File: config.mk
export PLATFORM = sky130hd
export DESIGN_NAME = sorted_priority_queue_top
export DESIGN_NICKNAME = d
export VERILOG_FILES = /design/src/sv/spq_pkg.sv /design/src/sv/spq_mem.sv /design/src/sv/sorted_priority_queue_top.sv
export VERILOG_INCLUDE_DIRS = /design/src /design/src/sv
export SDC_FILE = /design/constraint.sdc
export NUM_CORES = 1
export LEC_CHECK = 0
export BUFFER_PORTS_ARGS = -buffer_cell sky130_fd_sc_hd__buf_2
export CAP_MARGIN = 15
export CORE_MARGIN = 4
export CORE_UTILIZATION = 60
export CTS_CLUSTER_SIZE = 12
export DETAILED_ROUTE_END_ITERATION = 6
export PLACE_DENSITY_LB_ADDON = 0.05
export SETUP_SLACK_MARGIN = 0.5
export SYNTH_ARGS = -nofsm -noshare
export SYNTH_HDL_FRONTEND = slang
export SYNTH_SLANG_ARGS = --single-unit
File: constraint.sdc
create_clock -name clk -period 4.7 [get_ports clk]
set_input_delay 0.705 -clock clk [delete_from_list [all_inputs] [get_ports clk]]
set_output_delay 0.705 -clock clk [all_outputs]
set_load 0.02 [all_outputs]
File: src/sv/sorted_priority_queue_top_macros.svh
// assertion macros for the sorted priority queue
// used by sorted_priority_queue_top.sv, no other dependencies
`ifndef SORTED_PRIORITY_QUEUE_TOP_MACROS_SVH
`define SORTED_PRIORITY_QUEUE_TOP_MACROS_SVH

// antecedent implies consequent in the same cycle
`define SPQ_ASSERT_NOW(label, ante, cons, msg) \
    label: assert property (@(posedge clk) disable iff (!rst_n) (ante) |-> (cons)) \
        else $error(msg);

// antecedent implies consequent in the next cycle
`define SPQ_ASSERT_NEXT(label, ante, cons, msg) \
    label: assert property (@(posedge clk) disable iff (!rst_n) (ante) |=> (cons)) \
        else $error(msg);

`endif

File: src/sv/spq_pkg.sv
// shared types and constants for the sorted priority queue
// no dependencies
package spq_pkg;

    localparam int CAPACITY_DEF = 16;

    localparam logic [1:0] FUNC_INSERT  = 2'd0;
    localparam logic [1:0] FUNC_EXTRACT = 2'd1;
    localparam logic [1:0] FUNC_PEEK    = 2'd2;

    localparam logic [1:0] STATUS_OK    = 2'd0;
    localparam logic [1:0] STATUS_EMPTY = 2'd1;
    localparam logic [1:0] STATUS_FULL  = 2'd2;

    localparam logic signed [31:0] NEG_ONE = -32'sd1;

    typedef struct packed {
        logic [1:0]         func;
        logic signed [31:0] value;
    } spq_cmd_t;

    typedef struct packed {
        logic signed [31:0] result_value;
        logic [1:0]         status;
        logic [4:0]         entry_count;
    } spq_rsp_t;

endpackage

File: src/sv/spq_mem.sv
// entry store: one write port, one read port with registered read data
// depends on spq_pkg
module spq_mem #(
    parameter int DEPTH = spq_pkg::CAPACITY_DEF,
    parameter int AW    = $clog2(DEPTH)
) (
    input  logic                 clk,
    input  logic                 we,
    input  logic [AW-1:0]        waddr,
    input  logic signed [31:0]   wdata,
    input  logic [AW-1:0]        raddr,
    output logic signed [31:0]   rdata
);
    import spq_pkg::*;

    logic signed [31:0] mem [DEPTH];

    always_ff @(posedge clk)
    begin
        if (we)
        begin
            mem[waddr] <= wdata;
        end
        rdata <= mem[raddr];
    end

endmodule

File: src/sv/sorted_priority_queue_top.sv
// sorted max priority queue, circular list in one memory with a head pointer
// depends on spq_pkg, spq_mem and sorted_priority_queue_top_macros.svh
//
// channel   dir  handshake            payload
// cmd       in   start & !busy        spq_cmd_t  (func, value)
// rsp       out  done, one cycle      spq_rsp_t  (result_value, status, entry_count)
//
// strobe in the cycle after the transfer for drops, unused codes and empty inserts
// peek and extract strobe after ST_POP has taken the registered memory read
// insert into a non-empty queue walks the tail down in ST_SHIFT, and ST_PUT0 if it reaches slot 0
// the walk moves one entry per cycle through the single memory read/write port pair
// reset clears count, head and control; entries stay undefined until written
// the receiver cannot stall: a result is offered exactly once
module sorted_priority_queue_top #(
    parameter int CAPACITY = spq_pkg::CAPACITY_DEF
) (
    input  logic              clk,
    input  logic              rst_n,
    input  logic              start,
    input  spq_pkg::spq_cmd_t cmd,
    output logic              busy,
    output logic              done,
    output spq_pkg::spq_rsp_t rsp
);
    import spq_pkg::*;
    `include "sorted_priority_queue_top_macros.svh"

    localparam int AW = (CAPACITY > 1) ? $clog2(CAPACITY) : 1;
    localparam int CW = $clog2(CAPACITY + 1);
    localparam int SW = AW + 2;

    typedef enum logic [3:0] {
        ST_IDLE  = 4'b0001,
        ST_SHIFT = 4'b0010,
        ST_PUT0  = 4'b0100,
        ST_POP   = 4'b1000
    } state_t;

    state_t             state_reg, state_next;
    logic [CW-1:0]      count_reg, count_next;
    logic [AW-1:0]      head_reg, head_next;
    logic [CW-1:0]      idx_reg, idx_next;
    logic signed [31:0] val_reg, val_next;
    logic               pop_reg, pop_next;
    logic               done_reg, done_next;
    spq_rsp_t           rsp_reg, rsp_next;

    logic               we;
    logic [AW-1:0]      waddr;
    logic signed [31:0] wdata;
    logic [AW-1:0]      raddr;
    logic signed [31:0] rdata;

    // logical slot to physical address, exact while the slot is at most the depth
    function automatic logic [AW-1:0] phys(input logic [AW-1:0] h, input logic [CW-1:0] l);
        logic [SW-1:0] s;
        s = SW'(h) + SW'(l);
        if (s >= SW'(CAPACITY))
        begin
            s = s - SW'(CAPACITY);
        end
        return s[AW-1:0];
    endfunction

    function automatic logic [4:0] cnt5(input logic [CW-1:0] c);
        logic [CW+4:0] e;
        e = {5'b0, c};
        return e[4:0];
    endfunction

    spq_mem #(.DEPTH(CAPACITY), .AW(AW)) u_mem (
        .clk   (clk),
        .we    (we),
        .waddr (waddr),
        .wdata (wdata),
        .raddr (raddr),
        .rdata (rdata)
    );

    always_comb
    begin
        state_next = state_reg;
        count_next = count_reg;
        head_next  = head_reg;
        idx_next   = idx_reg;
        val_next   = val_reg;
        pop_next   = pop_reg;
        done_next  = 1'b0;
        rsp_next   = rsp_reg;
        we         = 1'b0;
        waddr      = phys(head_reg, idx_reg);
        wdata      = val_reg;
        raddr      = head_reg;

        case (state_reg)
            ST_IDLE:
            begin
                if (start)
                begin
                    val_next = cmd.value;
                    rsp_next.result_value = NEG_ONE;
                    rsp_next.status = STATUS_OK;
                    rsp_next.entry_count = cnt5(count_reg);
                    if (cmd.func == FUNC_INSERT)
                    begin
                        if (count_reg == CW'(CAPACITY))
                        begin
                            rsp_next.status = STATUS_FULL;
                            done_next = 1'b1;
                        end
                        else if (count_reg == '0)
                        begin
                            we = 1'b1;
                            waddr = head_reg;
                            wdata = cmd.value;
                            count_next = count_reg + 1'b1;
                            rsp_next.entry_count = cnt5(count_reg + 1'b1);
                            done_next = 1'b1;
                        end
                        else
                        begin
                            idx_next = count_reg;
                            raddr = phys(head_reg, count_reg - 1'b1);
                            state_next = ST_SHIFT;
                        end
                    end
                    else if (cmd.func == FUNC_EXTRACT || cmd.func == FUNC_PEEK)
                    begin
                        if (count_reg == '0)
                        begin
                            rsp_next.status = STATUS_EMPTY;
                            done_next = 1'b1;
                        end
                        else
                        begin
                            pop_next = (cmd.func == FUNC_EXTRACT);
                            state_next = ST_POP;
                        end
                    end
                    else
                    begin
                        done_next = 1'b1;
                    end
                end
            end
            ST_SHIFT:
            begin
                we = 1'b1;
                waddr = phys(head_reg, idx_reg);
                if (rdata >= val_reg)
                begin
                    wdata = val_reg;
                    count_next = count_reg + 1'b1;
                    rsp_next.entry_count = cnt5(count_reg + 1'b1);
                    done_next = 1'b1;
                    state_next = ST_IDLE;
                end
                else
                begin
                    // move entry up one slot, fetch the next lower one
                    wdata = rdata;
                    idx_next = idx_reg - 1'b1;
                    raddr = phys(head_reg, idx_reg - CW'(2));
                    if (idx_reg == CW'(1))
                    begin
                        state_next = ST_PUT0;
                    end
                end
            end
            ST_PUT0:
            begin
                we = 1'b1;
                waddr = head_reg;
                wdata = val_reg;
                count_next = count_reg + 1'b1;
                rsp_next.entry_count = cnt5(count_reg + 1'b1);
                done_next = 1'b1;
                state_next = ST_IDLE;
            end
            ST_POP:
            begin
                rsp_next.result_value = rdata;
                if (pop_reg)
                begin
                    head_next = phys(head_reg, CW'(1));
                    count_next = count_reg - 1'b1;
                    rsp_next.entry_count = cnt5(count_reg - 1'b1);
                end
                done_next = 1'b1;
                state_next = ST_IDLE;
            end
            default:
            begin
                state_next = ST_IDLE;
            end
        endcase
    end

    always_ff @(posedge clk or negedge rst_n)
    begin
        if (!rst_n)
        begin
            state_reg <= ST_IDLE;
            count_reg <= '0;
            head_reg  <= '0;
            done_reg  <= 1'b0;
        end
        else
        begin
            state_reg <= state_next;
            count_reg <= count_next;
            head_reg  <= head_next;
            done_reg  <= done_next;
        end
    end

    always_ff @(posedge clk)
    begin
        idx_reg <= idx_next;
        val_reg <= val_next;
        pop_reg <= pop_next;
        rsp_reg <= rsp_next;
    end

    assign busy = (state_reg != ST_IDLE);
    assign done = done_reg;
    assign rsp  = rsp_reg;

    `SPQ_ASSERT_NOW(a_count_bound, 1'b1, count_reg <= CW'(CAPACITY), "count above capacity")
    `SPQ_ASSERT_NOW(a_head_bound, 1'b1, SW'(head_reg) < SW'(CAPACITY), "head out of range")
    `SPQ_ASSERT_NOW(a_done_idle, done_reg, state_reg == ST_IDLE, "result while busy")
    `SPQ_ASSERT_NEXT(a_pop_done, state_reg == ST_POP, done_reg, "peek or extract lost")
    `SPQ_ASSERT_NOW(a_shift_idx, state_reg == ST_SHIFT,
        idx_reg != '0 && idx_reg <= count_reg, "shift slot out of range")

endmodule
* Yosys cells after proc, flatten, opt, wreduce, memory -nomap -nowiden
Memory sizes are Yosys's and may differ from the RTL's. A register that Yosys moved wholly into a read port is not among the register bits.
Cells that the tools add are included.
** Cells by class
- Eq/ne operators :: 19
- $lt $le $gt $ge :: 5
- Muxes and demuxes :: 63
- Reductions and logical operators :: 15
- Bitwise operators :: 2
- $add $sub $neg :: 12
** Operators with widths (count)
- two-way mux 32 bit :: 5
- one-hot mux 32 bit (2 select lines) :: 2
- two-way mux 4 bit :: 21
- two-way mux 5 bit :: 11
- one-hot mux 5 bit (4 select lines) :: 2
- two-way mux 39 bit :: 1
- greater-or-equal comparator 32 bit :: 1
- one-hot mux 4 bit (2 select lines) :: 3
- adder 4 x 5 -> 6 bit :: 3
- greater-or-equal comparator 6 x 5 -> 1 bit, second input constant :: 3
- subtractor 4 x 1 -> 4 bit, second input constant :: 4
- inequality test 2 bit, second input constant :: 7
- two-way mux 1 bit :: 13
- one-hot mux 5 bit (2 select lines) :: 1
- AND reduction 5 bit :: 2
- subtractor 5 x 1 -> 5 bit, second input constant :: 2
- inequality test 3 bit, second input constant :: 3
- AND reduction 2 bit :: 3
- AND reduction 6 bit :: 1
- adder 4 x 1 -> 5 bit, second input constant :: 1
- adder 5 x 1 -> 5 bit, second input constant :: 1
- == test 5 x 1 -> 1 bit, second input constant :: 1
- == test 5 bit, second input constant :: 1
- greater-or-equal comparator 5 bit, second input constant :: 1
- 19 further kinds :: 23
** Storage, ports and cells
- Logic and storage cells :: 127
- Memories :: 1
- Flip-flop bits (word level) :: 91
- Memory bits (writable) :: 512
- Bits of input ports :: 37
** Memory list
- u_mem.mem :: words 16, width 32, rd ports 1, clocked after Yosys merged registers in 1, wr ports 1, RTL line spq_mem.sv:16 : logic signed [31:0] mem [DEPTH];

* Logic depth before layout (Yosys ltp)
- Depth after elaboration :: 9
- Gate-level depth with buffers :: 16
- Mapped depth without buffers :: 13

* Hierarchy
Synthesis repeated with hierarchy kept, for this count alone.
** Unflattened totals
- Cell total of the unflattened synthesis :: 1394
- Area, all modules :: 25480.7 um^2
** Modules (own cells, without submodules)
- spq_mem :: cells an instance 838, sequential area each 16015.4 um^2, area each 19835.3 um^2, times used 1
- sorted_priority_queue_top :: cells an instance 556, sequential area each 2663.8 um^2, area each 5645.4 um^2, times used 1

* Worst setup path after synthesis
No wires, ideal clock.
- Path type :: register -> register
- Start point :: register count_reg[0]
- End point :: memory u_mem.mem[13][0] (enable)
- Cell stages (with the launch flop) :: 13
- Path buffers :: 1
- Arrival time :: 3761 ps
- Path slack :: 518 ps
- Setup time :: 421 ps
- Cell sequence :: dfrtp_1 > clkbuf_1 > inv_1 > ha_1 > nand2_1 > nor2_1 > nand2_1 > nor2_1 > a31oi_1 > nand2_1 > xor2_1 > or2_2 > nor2_1
** On the way
- Cells in the longest elaborated chain, start to end :: 8
** RTL lines
- from (decl) :: RTL line sorted_priority_queue_top.sv:40 : logic [CW-1:0] count_reg, count_next;
- from (signal assigned) :: RTL line sorted_priority_queue_top.sv:211 : count_reg <= count_next;
- logical NOT 5 bit :: RTL line sorted_priority_queue_top.sv:111 : else if (count_reg == '0)
- two-way mux 1 bit :: RTL line sorted_priority_queue_top.sv:111
- two-way mux 1 bit :: RTL line sorted_priority_queue_top.sv:106 : if (count_reg == CW'(CAPACITY))
- two-way mux 1 bit :: RTL line sorted_priority_queue_top.sv:104 : if (cmd.func == FUNC_INSERT)
- two-way mux 1 bit :: RTL line sorted_priority_queue_top.sv:98 : if (start)
- one-hot mux 1 bit (2 select lines) :: RTL line sorted_priority_queue_top.sv:95 : case (state_reg)
- two-way mux 1 bit :: RTL line spq_mem.sv:20 : if (we)
- two-way mux 1 bit (not written as such) :: RTL line spq_mem.sv:22 : mem[waddr] <= wdata;
- to (decl) :: RTL line spq_mem.sv:16
Parallel ways exist; a longest one is shown, timed or not.

* Worst setup path in the final report
- Start point :: register u_mem.rdata[0] (read register of u_mem.mem)
- End point :: register u_mem.rdata[14] (read register of u_mem.mem)
** On the way
- Cells in the longest elaborated chain, start to end :: 3
** RTL lines
- from (decl) :: RTL line spq_mem.sv:12 : output logic signed [31:0] rdata
- greater-or-equal comparator 32 bit :: RTL line sorted_priority_queue_top.sv:150 : if (rdata >= val_reg)
- two-way mux 4 bit :: RTL line sorted_priority_queue_top.sv:150
- one-hot mux 4 bit (2 select lines) :: RTL line sorted_priority_queue_top.sv:95
Every way passes these cells.
A chain may end at the register's enable or synchronous reset.

==> flow_summary.ini <==
[clock_network]
clk_latency_ns = 0.60
cts.sinks = 635
clock_path_buffers = 3
cts_tree = built
cts.reportedPaths.clkPinSlew_ns = 0.06
h-tree-depth = 3
root_buffer = clkbuf_16
postCtsHoldBufs = 0
cts_buffers = 67

[worst_setup_path]
cp_data_arrival_time_ns = 4.62
crit_path_max_incr_delay_ns = 0.43
end_kind = flop
cp_max_fo = 17
r2r_slack_ns = 0.55
cp_slowest_cell = a2111o_1
worstSetupStartpointType = flop
worstSetupPathType = flop to flop
cp.required_ns = 5.17
path_cells = inv_1, ha_1, nand2b_1, a2111o_1, a32o_1, o311ai_4, and4b_2, a22oi_1, xor2_2, buf_12, nor3_4, buf_6, a32oi_1, and4_1

[global_route]
grt_max_degree = 71
grt_pass1_vias = 15500
grt_util_all_layers = 0.283
grt_pass1_wl_mm = 97.7
antenna_found_initial = 0
gr-total-overflow = 0

[drt]
drt_first_iter_violations = 1891
drtAntennaViolNets = 0
vias = 15900
vias_per_cell = 6.35
drt_first_pass_iters = 5
remaining_drc_errors = 0
routed_wl_mm = 66.9
wl_per_cell_um = 26.7

[synthesis]
post-synth-top-count-cell = edfxtp_1
netlist_area_mm2 = 0.0258
synth_warnings = 0
synth_xor_area_frac = 0.00746
synthArstFlopShare = 0.0220
synth_top_family_by_area = simple AND/OR/NAND/NOR gates
syn_inst = 1782
synth_compound_area_frac = 0.0756
synth_mux_area_frac = 0.0500
syn_avg_cell_area_um2 = 14.5
syn_nets = 1872
synth-seq-cells = 635
synth-simple-area-share = 0.0921
synthFlopType = edfxtp_1
synth_commonest_cells = edfxtp_1, nand2_1, a32oi_1, mux2i_1, inv_1
synth_cell_type_count = 59
synth_fa_ha_area_frac = 0.0265
yosysSeqAreaShare = 0.723
synth_edf_count = 589
synth_area_leaders = edfxtp_1, nand2_1, mux2i_1
yosys.area.top_type_share = 0.685
synth_top_cell_by_area = edfxtp_1

[place]
place_inst = 2368
gpl.final_weighted_congestion = 0.804
hpwlAfterDp_mm = 36.2
port_buffers = 77

[job]
max_cap_violations = 0

[cells_and_area]
areaGrowthSynthToFinish_pct = 15.2
fin_nets = 2007
drive_above_1_share = 0.150
largest_reg_flops = 512
num-fill-cells = 2733
n_antenna_cell = 0
finalNonFillerCells = 2505

[worst_hold_path]
hp-class = input port to asynchronous set/reset pin

[timing]
rsz0062_at_grt = true
slew_violations = 0
final-setup-viol-count = 0
min_period_ns = 4.15
holdWs_ns = 0.00418
hold_viol = 0
fin_crit_sh = 0.882
slew_headroom = 0.272
worst_pin_slew_ns = 1.09
finClkSkew_ns = 0.0311
fin_tns_setup_ns = 0
clock.fmax_mhz = 241

[pwr]
peakVddDrop_mv = 0.541
power.leakage_nw = 10.7
powerDensity_mw_per_mm2 = 613

[floorplan]
start_util = 0.612
die_h_um = 216
core_mm2 = 0.0422
io_pins = 78
num_rows = 75
dieArea_mm2 = 0.0464
die_x_um = 216

[outcome]
outcome = finished, final reports clean
power breakdown:
group | total, W | internal, W | switching, W
sequential | 0.00744 | 0.00707 | 0.000377
combinational | 0.00593 | 0.00212 | 0.00381
clock | 0.00488 | 0.00283 | 0.00205
final timing paths:
check	to	from	depth (start not counted)
setup / recovery	u_mem.rdata[14]	u_mem.rdata[0]	14
hold / removal	head_reg[2]	rst_n	1
setup reg to reg	u_mem.rdata[14]	u_mem.rdata[0]	14
hold reg to reg	done	state_reg[0]	1
max in group asynchronous	state_reg[0]	rst_n	1
min in group clk	val_reg[28]	cmd[28]	1
cells in the final DEF (no fill, tap or decap), types with 13 or more instances in the layout:
cell type	count
a22oi_1	34
nand2_1	416
o21ai_0	17
dfxtp_1	32
ha_1	50
clkbuf_1	32
mux2i_1	128
and4_1	33
a32oi_1	128
buf_4	52
clkbuf_16	72
nor2_1	24
edfxtp_1	589
dfrtp_1	13
a21oi_1	28
buf_12	20
nor2_4	18
inv_1	50
buf_2	77
stage by stage:
stage / instance area [um^2] / utilization / setup slack (ns) / total power [W]
3_5_place_dp: 27400 / 0.649 / -0.0262 / 0.0131
5_1_grt: 29800 / 0.705 / 0.457 / 0.0191
2_1_floorplan: 25800 / - / 0.518 / 0.0111
6_report: 29800 / 0.705 / 0.554 / 0.0183
4_1_cts: 29500 / 0.699 / 0.494 / 0.0181
3_3_place_gp: 27400 / 0.648 / 0.154 / 0.0130
worst max-delay path, delay by kind of cell, from the launching register on:
kind | cells | cell delay, ns
flops | 1 | 0.39
simple gates | 4 | 0.98
compound gates | 5 | 1.59
fa+ha+maj | 1 | 0.28
xor+xnor | 1 | 0.24
buf+inv | 3 | 0.51
final cells by class:
| class | instances | area (um^2) | area share |
|---|---|---|---|
| well taps | 539 | 674 | 0.0227 |
| inverters | 52 | 195 | 0.00656 |
| clock inverters | 13 | 97.6 | 0.00328 |
| flip-flops and latches | 635 | 18700 | 0.628 |
| repair buffers | 162 | 1430 | 0.0481 |
| multi-input cells | 999 | 6780 | 0.228 |
| clock buffers | 105 | 1900 | 0.0639 |
layer usage:
layer / track usage / share of wire / up-vias
met5: 0 / 0 / -
met4: 0.103 / 0.031 / 0
met3: 0.0466 / 0.086 / 145
met2: 0.467 / 0.48 / 793
met1: 0.385 / 0.40 / 7917
li1: - / - / 7046
cell families (layout without fill, tap and decap cells):
logic type	count (synthesis)	in the layout
buffers and inverters	148	332
AO/OA/AOI/OAI	246	246
XOR/XNOR	22	22
AND/OR/NAND/NOR	549	549
adder cells (fa/ha/maj)	53	53
flip-flops	635	635
multiplexers	129	129
repair_timing:
action,CTS,global route
cloned,2,3
setup endpoints to repair,384,92
gates resized for setup,7,18
setup buffers,1,13
pin swaps,1,6
No activity file was read; power rests on OpenSTA's default activity.
